[src/rtl/pmsc_pkg.sv]
// package: state codes, register indexes and fixed constants of the motor speed controller
`timescale 1ns / 1ps
`default_nettype none
package pmsc_pkg;

  // sequencer states, one-hot
  typedef enum logic [12:0] {
    S_IDLE  = 13'b0000000000001,
    S_DEN   = 13'b0000000000010,
    S_SDIV  = 13'b0000000000100,
    S_SPEED = 13'b0000000001000,
    S_ERR   = 13'b0000000010000,
    S_M0    = 13'b0000000100000,
    S_M1    = 13'b0000001000000,
    S_M2    = 13'b0000010000000,
    S_M3    = 13'b0000100000000,
    S_M4    = 13'b0001000000000,
    S_DRV   = 13'b0010000000000,
    S_DDIV  = 13'b0100000000000,
    S_DONE  = 13'b1000000000000
  } state_t;

  // configuration register indexes
  localparam logic [2:0] REG_TARGET_SPEED = 3'd0;
  localparam logic [2:0] REG_GAIN_P       = 3'd1;
  localparam logic [2:0] REG_GAIN_I       = 3'd2;
  localparam logic [2:0] REG_GAIN_D       = 3'd3;
  localparam logic [2:0] REG_CLOSED_LOOP  = 3'd4;
  localparam logic [2:0] REG_MANUAL_DUTY  = 3'd5;

  // 2*pi*1e6 (pi as 3.141592), 23 bits
  localparam logic [22:0] SPEED_NUM   = 23'd6283184;
  // 50 * 6
  localparam logic [40:0] SPEED_DEN   = 41'sd300;
  localparam logic [15:0] TICKS_PER_S = 16'd60;
  localparam logic [15:0] TICKS_SQ    = 16'd3600;
  localparam logic [23:0] SPEED_MAX   = 24'hFFFFFF;
  localparam logic [7:0]  DUTY_MAX    = 8'd255;

  // widths of the error path
  localparam int EW      = 34;  // wide error before saturation
  localparam int ERR_W   = 26;
  localparam int DIFF_W  = 27;
  localparam int SUM_W   = 40;
  localparam int MB_W    = 41;  // signed operand of the shared multiplier
  localparam int ACC_W   = 58;  // product and drive accumulator
  localparam int DEN_W   = 25;  // divisor width, 300 * 65535 fits

  localparam logic signed [EW-1:0]    ERR_MAX = 34'sd33554431;
  localparam logic signed [EW-1:0]    ERR_MIN = -34'sd33554432;
  localparam logic signed [SUM_W:0]   SUM_MAX = 41'sd549755813887;
  localparam logic signed [SUM_W:0]   SUM_MIN = -41'sd549755813888;

endpackage
`default_nettype wire

[src/rtl/pid_motor_speed_controller.sv]
// top level: period-to-speed conversion and pid drive on one shared multiplier and divider
// a new item is taken only while idle, so each item is through and its result has
// moved into the output register before the next is accepted; most of the time goes
// to the speed divide. Closed loop skips the drive divide when the drive saturates or is
// not positive; open loop skips the pid steps; a zero period skips the speed divide
// rst (synchronous) clears pid state, loads register defaults and empties the output
`timescale 1ns / 1ps
`default_nettype none
module pid_motor_speed_controller #(
  parameter int FRAC_BITS = 8
) (
  input  wire logic        clk,
  input  wire logic        rst,
  // input items
  input  wire logic        in_valid,
  output logic             in_ready,
  input  wire logic [15:0] pulse_period,
  // result items
  output logic             out_valid,
  input  wire logic        out_ready,
  output logic [7:0]       duty,
  output logic [23:0]      speed_q8,
  // configuration writes
  input  wire logic        cfg_valid,
  output logic             cfg_ready,
  input  wire logic [2:0]  cfg_index,
  input  wire logic [15:0] cfg_data
);
  import pmsc_pkg::*;

  // numerator of the speed divide and the quotient width it needs
  localparam int NUM_W = 23 + FRAC_BITS;
  localparam int CNT_W = $clog2(NUM_W + 1);
  localparam logic [NUM_W-1:0] SPEED_NUM_Q = NUM_W'(SPEED_NUM) << FRAC_BITS;
  // drive divisor 60 * 2^F and the total at which the duty saturates
  localparam logic [DEN_W-1:0] DUTY_DEN = DEN_W'(TICKS_PER_S) << FRAC_BITS;
  localparam logic signed [ACC_W-1:0] DUTY_SAT = $signed(ACC_W'(DUTY_DEN) << 8);

  // configuration registers
  logic [15:0] target_speed;
  logic [15:0] gain_p;
  logic [15:0] gain_i;
  logic [15:0] gain_d;
  logic        closed_loop;
  logic [7:0]  manual_duty;

  // pid state
  logic signed [SUM_W-1:0] error_sum;
  logic signed [ERR_W-1:0] previous_error;

  // sequencer and working registers
  state_t                   state;
  logic [15:0]              period;
  logic [23:0]              speed;
  logic [7:0]               drive;
  logic signed [ERR_W-1:0]  err;
  logic signed [DIFF_W-1:0] diff;
  logic signed [MB_W-1:0]   term;   // scaled error or scaled difference
  logic signed [ACC_W-1:0]  acc;    // drive total

  // shared restoring divider: remainder, dividend shift line, quotient, divisor
  logic [DEN_W-1:0] rem;
  logic [NUM_W-1:0] dvd;
  logic [NUM_W-1:0] quo;
  logic [DEN_W-1:0] den;
  logic [CNT_W-1:0] cnt;

  // shared multiplier: 16-bit unsigned by 41-bit signed
  logic [15:0]             mul_a;
  logic signed [MB_W-1:0]  mul_b;
  logic signed [ACC_W-1:0] prod;

  always_comb begin
    case (state)
      S_DEN: begin
        mul_a = period;
        mul_b = $signed(SPEED_DEN);
      end
      S_M0: begin
        mul_a = TICKS_PER_S;
        mul_b = MB_W'(err);
      end
      S_M1: begin
        mul_a = gain_p;
        mul_b = term;
      end
      S_M2: begin
        mul_a = TICKS_SQ;
        mul_b = MB_W'(diff);
      end
      S_M3: begin
        mul_a = gain_d;
        mul_b = term;
      end
      S_M4: begin
        mul_a = gain_i;
        mul_b = MB_W'(error_sum);
      end
      default: begin
        mul_a = 16'd0;
        mul_b = '0;
      end
    endcase
  end

  assign prod = $signed({1'b0, mul_a}) * mul_b;

  // one divide step: shift in the next dividend bit, subtract when it fits
  logic [DEN_W:0] rs;
  logic [DEN_W:0] rs_sub;
  logic           take;
  logic [DEN_W-1:0] rem_next;

  always_comb begin
    rs       = {rem, dvd[NUM_W-1]};
    rs_sub   = rs - {1'b0, den};
    take     = rs >= {1'b0, den};
    rem_next = take ? rs_sub[DEN_W-1:0] : rs[DEN_W-1:0];
  end

  // error and integral, both saturated
  logic signed [EW-1:0]      err_wide;
  logic signed [ERR_W-1:0]   err_next;
  logic signed [SUM_W:0]     sum_wide;
  logic signed [SUM_W-1:0]   error_sum_next;

  always_comb begin
    err_wide = $signed(EW'(target_speed) << FRAC_BITS) - $signed(EW'(speed));
    if (err_wide > ERR_MAX) begin
      err_next = ERR_W'(ERR_MAX);
    end else if (err_wide < ERR_MIN) begin
      err_next = ERR_W'(ERR_MIN);
    end else begin
      err_next = ERR_W'(err_wide);
    end
    sum_wide = (SUM_W + 1)'(error_sum) + (SUM_W + 1)'(err_next);
    if (sum_wide > SUM_MAX) begin
      error_sum_next = SUM_W'(SUM_MAX);
    end else if (sum_wide < SUM_MIN) begin
      error_sum_next = SUM_W'(SUM_MIN);
    end else begin
      error_sum_next = SUM_W'(sum_wide);
    end
  end

  assign in_ready  = (state == S_IDLE);
  assign cfg_ready = 1'b1;

  always_ff @(posedge clk) begin
    if (rst) begin
      state          <= S_IDLE;
      out_valid      <= 1'b0;
      target_speed   <= 16'd10;
      gain_p         <= 16'd5;
      gain_i         <= 16'd200;
      gain_d         <= 16'd0;
      closed_loop    <= 1'b1;
      manual_duty    <= 8'd0;
      error_sum      <= '0;
      previous_error <= '0;
    end else begin
      // register writes, unknown indexes fall through
      if (cfg_valid && cfg_ready) begin
        case (cfg_index)
          REG_TARGET_SPEED: target_speed <= cfg_data;
          REG_GAIN_P:       gain_p       <= cfg_data;
          REG_GAIN_I:       gain_i       <= cfg_data;
          REG_GAIN_D:       gain_d       <= cfg_data;
          REG_CLOSED_LOOP:  closed_loop  <= cfg_data[0];
          REG_MANUAL_DUTY:  manual_duty  <= cfg_data[7:0];
          default: ;
        endcase
      end

      // result handshake, the output register frees as soon as it is taken
      if (state == S_DONE && (!out_valid || out_ready)) begin
        out_valid <= 1'b1;
      end else if (out_ready) begin
        out_valid <= 1'b0;
      end

      case (state)
        S_IDLE: begin
          if (in_valid) begin
            period <= pulse_period;
            if (pulse_period == 16'd0) begin
              // no pulse: all-ones quotient saturates the speed
              quo   <= '1;
              state <= S_SPEED;
            end else begin
              state <= S_DEN;
            end
          end
        end
        S_DEN: begin
          // divisor 300 * period, then start the speed divide
          den   <= prod[DEN_W-1:0];
          rem   <= '0;
          dvd   <= SPEED_NUM_Q;
          quo   <= '0;
          cnt   <= CNT_W'(NUM_W);
          state <= S_SDIV;
        end
        S_SDIV: begin
          rem <= rem_next;
          dvd <= dvd << 1;
          quo <= {quo[NUM_W-2:0], take};
          cnt <= cnt - 1'b1;
          if (cnt == CNT_W'(1)) begin
            state <= S_SPEED;
          end
        end
        S_SPEED: begin
          speed <= (quo > NUM_W'(SPEED_MAX)) ? SPEED_MAX : quo[23:0];
          if (closed_loop) begin
            state <= S_ERR;
          end else begin
            drive <= manual_duty;
            state <= S_DONE;
          end
        end
        S_ERR: begin
          err            <= err_next;
          diff           <= DIFF_W'(err_next) - DIFF_W'(previous_error);
          error_sum      <= error_sum_next;
          previous_error <= err_next;
          state          <= S_M0;
        end
        S_M0: begin
          term  <= MB_W'(prod);
          state <= S_M1;
        end
        S_M1: begin
          acc   <= prod;
          state <= S_M2;
        end
        S_M2: begin
          term  <= MB_W'(prod);
          state <= S_M3;
        end
        S_M3: begin
          acc   <= acc + prod;
          state <= S_M4;
        end
        S_M4: begin
          acc   <= acc + prod;
          state <= S_DRV;
        end
        S_DRV: begin
          if (acc <= 0) begin
            drive <= 8'd0;
            state <= S_DONE;
          end else if (acc >= DUTY_SAT) begin
            drive <= DUTY_MAX;
            state <= S_DONE;
          end else begin
            // total below 256 divisors: upper part seeds the remainder, 8 steps left
            den   <= DUTY_DEN;
            rem   <= acc[DEN_W+7:8];
            dvd   <= {acc[7:0], (NUM_W - 8)'(0)};
            quo   <= '0;
            cnt   <= CNT_W'(8);
            state <= S_DDIV;
          end
        end
        S_DDIV: begin
          rem <= rem_next;
          dvd <= dvd << 1;
          quo <= {quo[NUM_W-2:0], take};
          cnt <= cnt - 1'b1;
          if (cnt == CNT_W'(1)) begin
            drive <= {quo[6:0], take};
            state <= S_DONE;
          end
        end
        S_DONE: begin
          if (!out_valid || out_ready) begin
            state <= S_IDLE;
          end
        end
        default: state <= S_IDLE;
      endcase
    end
  end

  // output payload, loaded when the result moves into the output register
  always_ff @(posedge clk) begin
    if (state == S_DONE && (!out_valid || out_ready)) begin
      duty     <= drive;
      speed_q8 <= speed;
    end
  end

endmodule
`default_nettype wire

[config.mk]
export PLATFORM = sky130hd
export DESIGN_NAME = pid_motor_speed_controller
export DESIGN_NICKNAME = d
export VERILOG_FILES = /design/src/rtl/pmsc_pkg.sv /design/src/rtl/pid_motor_speed_controller.sv
export SDC_FILE = /design/constraint.sdc
export NUM_CORES = 2
export LEC_CHECK = 0
export ABC_CLOCK_PERIOD_IN_PS = 21200
export BUFFER_PORTS_ARGS = -buffer_cell sky130_fd_sc_hd__buf_2
export CELL_PAD_IN_SITES_DETAIL_PLACEMENT = 0
export CELL_PAD_IN_SITES_GLOBAL_PLACEMENT = 1
export CORE_MARGIN = 3
export CORE_UTILIZATION = 47
export CTS_BUF_LIST = sky130_fd_sc_hd__clkbuf_16
export CTS_CLUSTER_SIZE = 40
export DETAILED_ROUTE_END_ITERATION = 10
export GPL_TIMING_DRIVEN = 0
export PLACE_DENSITY_LB_ADDON = 0.1
export SLEW_MARGIN = 20
export SYNTH_ARGS = -nofsm -noshare
export SYNTH_HDL_FRONTEND = slang
export SYNTH_SLANG_ARGS = --single-unit
[constraint.sdc]
create_clock -name clk -period 21.2 [get_ports clk]
set_clock_uncertainty 0.1 [all_clocks]
set_input_delay 0 -clock clk [delete_from_list [all_inputs] [get_ports clk]]
set_output_delay 0 -clock clk [all_outputs]
set_load 0.05 [all_outputs]
* Word level (Yosys, flattened, before mapping)
Index checks and enable logic that the tools add are counted.
Storage, ports and cells: latch bits 0, ROM bits 0, register bits after elaboration 502, memories 0, input port bits 40, RAM bits 0, output and inout port bits 35
Operators by class: divide/modulo/power cells 0, $mul 1, eq/ne operators 28, shift-type cells 0, add/sub/neg operators 6, reductions and logical operators 31, muxes and demuxes 41, bitwise logic cells 1, magnitude comparators 8
Operators by type and width (count):
- 41-bit one-hot mux with 5 select lines | 1
- 31-bit 2-to-1 mux | 6
- 13-bit one-hot mux with 13 select lines | 1
- 25-bit 2-to-1 mux | 5
- 31-bit one-hot mux with 4 select lines | 1
- 58-bit one-hot mux with 2 select lines | 1
- 16-bit one-hot mux with 6 select lines | 1
- 31-bit one-hot mux with 3 select lines | 1
- 13-bit 2-to-1 mux | 7
- 40-bit 2-to-1 mux | 2
- 25-bit one-hot mux with 3 select lines | 1
- 58-bit adder | 1
- 58-bit by 23-bit greater-or-equal comparator with 1-bit output, second input constant | 1
- 58-bit by 1-bit less-or-equal comparator with 1-bit output, second input constant | 1
- 17-bit by 41-bit multiplier with 58-bit output | 1
- 26-bit 2-to-1 mux | 2
- 25-bit one-hot mux with 2 select lines | 1
- 40-bit by 26-bit adder with 41-bit output | 1
- 41-bit by 40-bit greater-than comparator with 1-bit output, second input constant | 1
- 41-bit by 40-bit less-than comparator with 1-bit output, second input constant | 1
- 8-bit 2-to-1 mux | 4
- 31-bit by 24-bit greater-than comparator with 1-bit output, second input constant | 1
- 26-bit by 26-bit subtractor with 27-bit output | 1
- 26-bit by 25-bit greater-or-equal comparator with 1-bit output | 1
- 45 further kinds | 72

* Longest topological paths before layout
depth in word-level cells 8, gate-level depth with buffers 46

* Least setup slack after synthesis
Ideal clock, no wire load.
kind reg-to-reg, start point reg state[1], end point reg acc[55] (data pin), cell stages (with the launch flop) 42, data required time 20840 ps, library setup time 260 ps, buffers on the path 6, arrival 10154 ps, path slack 10686 ps, cells stage by stage dfxtp_1 -> nor4_1 -> nand3_1 -> nor4b_1 -> clkbuf_1 -> buf_2 -> buf_1 -> nand2_1 -> nand4_1 -> clkbuf_1 -> nand2_1 -> fa_1 -> fa_1 -> fa_1 -> inv_1 -> fa_1 -> fa_1 -> inv_1 -> [... 6 more ...] -> nand2_1 -> a211oi_1 -> nor2_1 -> nor3_1 -> nor2_1 -> o31ai_1 -> xor2_1 -> ha_1 -> clkbuf_1 -> nand4_1 -> or4_1 -> nor2_1 -> o21ai_0 -> a311oi_1 -> nor3b_1 -> o21ai_0 -> xor2_1 -> mux2_2
Between the ends: cells in the longest elaborated chain, start to end 6, elaborated cells on any way between the ends 13
RTL lines:
- from (decl) | line pid_motor_speed_controller.sv:52 | state_t state;
- from (signal assigned) | line pid_motor_speed_controller.sv:151 | state <= S_IDLE;
- from (signal assigned) | line pid_motor_speed_controller.sv:189 | state <= S_SPEED;
- from (signal assigned) | line pid_motor_speed_controller.sv:191 | state <= S_DEN;
- 13-bit by 9-bit equality test with 1-bit output or 13-bit by 7-bit equality test with 1-bit output (tied branches) | line pid_motor_speed_controller.sv:74 | case (state)
- 2-bit OR reduction (no line)
- 41-bit one-hot mux with 5 select lines | line pid_motor_speed_controller.sv:74
- 17-bit by 41-bit multiplier with 58-bit output * | line pid_motor_speed_controller.sv:106 | assign prod = $signed({1'b0, mul_a}) * mul_b;
- net prod[34] | line pid_motor_speed_controller.sv:71 | logic signed [ACC_W-1:0] prod;
- 58-bit adder * | line pid_motor_speed_controller.sv:242, pid_motor_speed_controller.sv:246
- 58-bit one-hot mux with 2 select lines * | line pid_motor_speed_controller.sv:182 | case (state)
- to (signal assigned) | line pid_motor_speed_controller.sv:234 | acc <= prod;
- to (signal assigned) | line pid_motor_speed_controller.sv:242 | acc <= acc + prod;
- to (signal assigned) | line pid_motor_speed_controller.sv:246 | acc <= acc + prod;
- to (decl) | line pid_motor_speed_controller.sv:59 | logic signed [ACC_W-1:0] acc;
The timed path passes the listed nets; every way through them passes the cells marked *. A chain may end at the register's enable or synchronous reset.

* Worst setup path in the final report
start point reg state[4], end point reg acc[55] (data pin)
Same word-level chain as after synthesis.

==> metrics <==
total congestion overflow 0; HP Start cfg_data[14]; Distinct cells, synth 80; Rel. slew slack 20.4%; leakage 23.6 nW; pre-CTS worst setup slack 7130 ps; syn_area_per_cell 8.95 µm²; Inst Count DP 7136; fraction of registers with async set/reset 0%; Finish-stage setup viols 0; most frequent cell on the critical path fa_1; DR vias/cell 5.75; Warnings, synthesis 0; Clk pin slew, worst setup/hold paths 60 ps; TNS Setup 0 ps; first-pass GRT wire length 276 mm; Crit Reg-Reg Startpoint state[4]; top_reg_cell synth edfxtp_1; CP peak stage delay 900 ps; CTS tree built; Vias 42000; per-cell routed wire length 25.1 µm; post-CTS sizing 0; HPWL reported at the end of detailed placement 149 mm; DR DRC count 0; initial DRC count 4076; Final WS setup 6620 ps; Seq/Total Area, Yosys 26.1%; CTS root buf clkbuf_16; final wirelength 184 mm; initial antenna violation count 3; net count after synthesis 6605; # rows 119; number of port buffers 72; number of synthesized flops with an enable pin 337; crit path launch type flip-flop; Yosys reg bits 490; crit path from state[4]; core area 106000 µm²; Worst Setup End Kind flip-flop; Clk Latency, worst-skew pair 690 ps; Syn Inst Count 5643; Total Nets Final 6827; clock sink total 490; H-tree Lvls 2; vias in the first global route 41800; area of the mapped netlist 50500 µm²; WS Path Type flip-flop to flip-flop; area leader, netlist fa_1; CTS Buffer Depth 3; # IOs 75; Final Slew Violations 0; Die ar. 111000 µm²; chip height 334 µm; Final ANT Viol Nets 0; Max Fclk 68.6 MHz; Initial Util 47.7%; RSZ-0062 raised after global routing false; final clock period utilization by the worst path 68.8%; Req. time, crit path 21520 ps; Non-Filler Instances 7306; Final Hold Viols 0; GR Util All Layers 33.3%; top post-synthesis cells by area fa_1, edfxtp_1, nand2_1; Period minus WS final 14580 ps; maxcap violations 0; power density over the cells 42.7 nW/µm²; Num CTS Buffers 57; largest net degree at the start of global routing 32; die width 334 µm; worst slew pin tran 1190 ps; HP Class input pin to flip-flop; top-area cell type share of the netlist area 24.5%; Area Overhead vs Synth 10.3%; worst vdd ir 0.0797 mV; Finished Core Util 52.6%; gp weighted congestion 0.982; worst-path fanout max 10; first drt pass iteration count 5; Slowest-stage cell, CP buf_1; WP data arrival 14900 ps; run status complete, no violations; share of post-route cells with drive strength above 1 5.53%
## registers in the layout (all words and copies together) (netlist names), 13 cells and up
signal	cells
den	25
gain_i	16
err	26
error_sum	40
quo	31
acc	58
gain_p	16
speed_q8	24
diff	27
period	16
gain_d	16
previous_error	26
target_speed	16
dvd	19
state	13
term	41
rem	25
speed	24
## worst max-delay path: cells and delay by family, from the launching register on
| kind | cells | cell delay, ps |
|---|---|---|
| simple gates | 16 | 3990 |
| fa+ha+maj | 8 | 3630 |
| buf+inv | 9 | 3520 |
| compound gates | 5 | 1740 |
| xor+xnor | 2 | 670 |
| flops | 1 | 380 |
| mux | 1 | 270 |
## stage by stage
stage | hold WS [ps] | instance area, µm² | power [mW]
5_1_grt | 78.4 | 55700 | 2.45
4_1_cts | 34.2 | 55700 | 2.39
3_3_place_gp | 96.7 | 52600 | 1.37
3_5_place_dp | 96.6 | 53200 | 1.38
2_1_floorplan | -1.13 | 50500 | 1.24
6_report | 74.6 | 55700 | 2.38
## synthesized netlist by cell type (29+ instances only)
cell and n:
a221oi_1 36, and3_1 29, o21a_1 30, dfxtp_1 153, and2_1 30, ha_1 303, nor4_1 30, nor3_1 42
fa_1 619, and4_1 31, o21ai_0 176, clkbuf_1 227, edfxtp_1 337, a211oi_1 32, xor2_1 75, nand3_1 41
a221o_1 43, a31oi_1 54, or2_2 38, nand2_1 1042, nor2b_1 50, nand4_1 56, xnor2_1 152, nor2_1 426
a21oi_1 321, inv_1 802, a21o_1 105
## final timing paths
path                              endpoint  slack (ps)  cells after the start
worst min register to register     duty[2]         320                      0
worst max register to register     acc[55]        6620                     41
worst max-delay path               acc[55]        6620                     41
worst min-delay path            gain_i[14]          70                      4
## kinds of logic (layout without fill, tap and decap cells)
logic type	Yosys count	count (layout)	share of synthesized area (%)
AND/OR/NAND/NOR	1917	1917	16.6
buffers and inverters	1071	1341	8.05
AO/OA/AOI/OAI	993	993	12.8
adder cells (fa/ha/maj)	923	923	32.1
flip-flops	490	490	26.1
XOR/XNOR	227	227	3.94
multiplexers	21	21	0.446
other	1	3	0.00742
## placed cells by master, fill, tap and decap left out, types with 26 or more instances in the layout
cell type | netlist | final
a211oi_1 | 32 | 32
a21o_1 | 105 | 104
a21oi_1 | 321 | 320
a221o_1 | 43 | 43
a31oi_1 | 54 | 54
and2_1 | 30 | 30
and3_1 | 29 | 29
and4_1 | 31 | 31
buf_2 | 16 | 91
clkbuf_1 | 227 | 225
clkbuf_16 | 0 | 57
dfxtp_1 | 153 | 153
dlygate4sd3_1 | 0 | 61
edfxtp_1 | 337 | 337
fa_1 | 619 | 619
ha_1 | 303 | 303
inv_1 | 802 | 810
nand2_1 | 1042 | 1042
nand2b_1 | 26 | 26
nand3_1 | 41 | 41
nand4_1 | 56 | 56
nor2_1 | 426 | 421
nor2b_1 | 50 | 48
nor3_1 | 42 | 42
nor4_1 | 30 | 30
o21a_1 | 30 | 30
o21ai_0 | 176 | 176
o21bai_1 | 27 | 27
or2_2 | 38 | 38
xnor2_1 | 152 | 152
xor2_1 | 75 | 75
## timing repair
action / in CTS / in global routing
setup endpoints to repair: 0 / 0
hold buffers: 61 / 0
endpoints found under the hold margin: 124 / 0
setup buffers: 0 / 0
## metal layers
metal  part of all wire (%)  wire (µm)  global-route usage, %  vias to the layer above
met5                 0.0071         13                      0                        -
met4                    4.5       8340                   12.6                        2
met3                    8.9      16300                   6.81                      349
met2                     42      77800                   49.4                     1719
met1                     44      81300                   48.1                    20900
li1                       -          -                      -                    19000
## where the power goes
group	internal (mW)	switching, mW
logic	0.0857	0.235
registers	1.04	0.0125
clock network	0.557	0.450
total	1.68	0.697
## cell type report
type,count,area (µm²)
Fill cell,10100,50300
Multi-Input combinational cell,4082,33500
Sequential cell,490,13200
Inverter,802,3010
Tap cell,1391,1740
Clock buffer,57,1430
Timing Repair Buffer,163,1330
Buffer,269,1060
Clock inverter,50,463
Antenna cell,2,5.00
No activity file was read; power rests on OpenSTA's default activity.
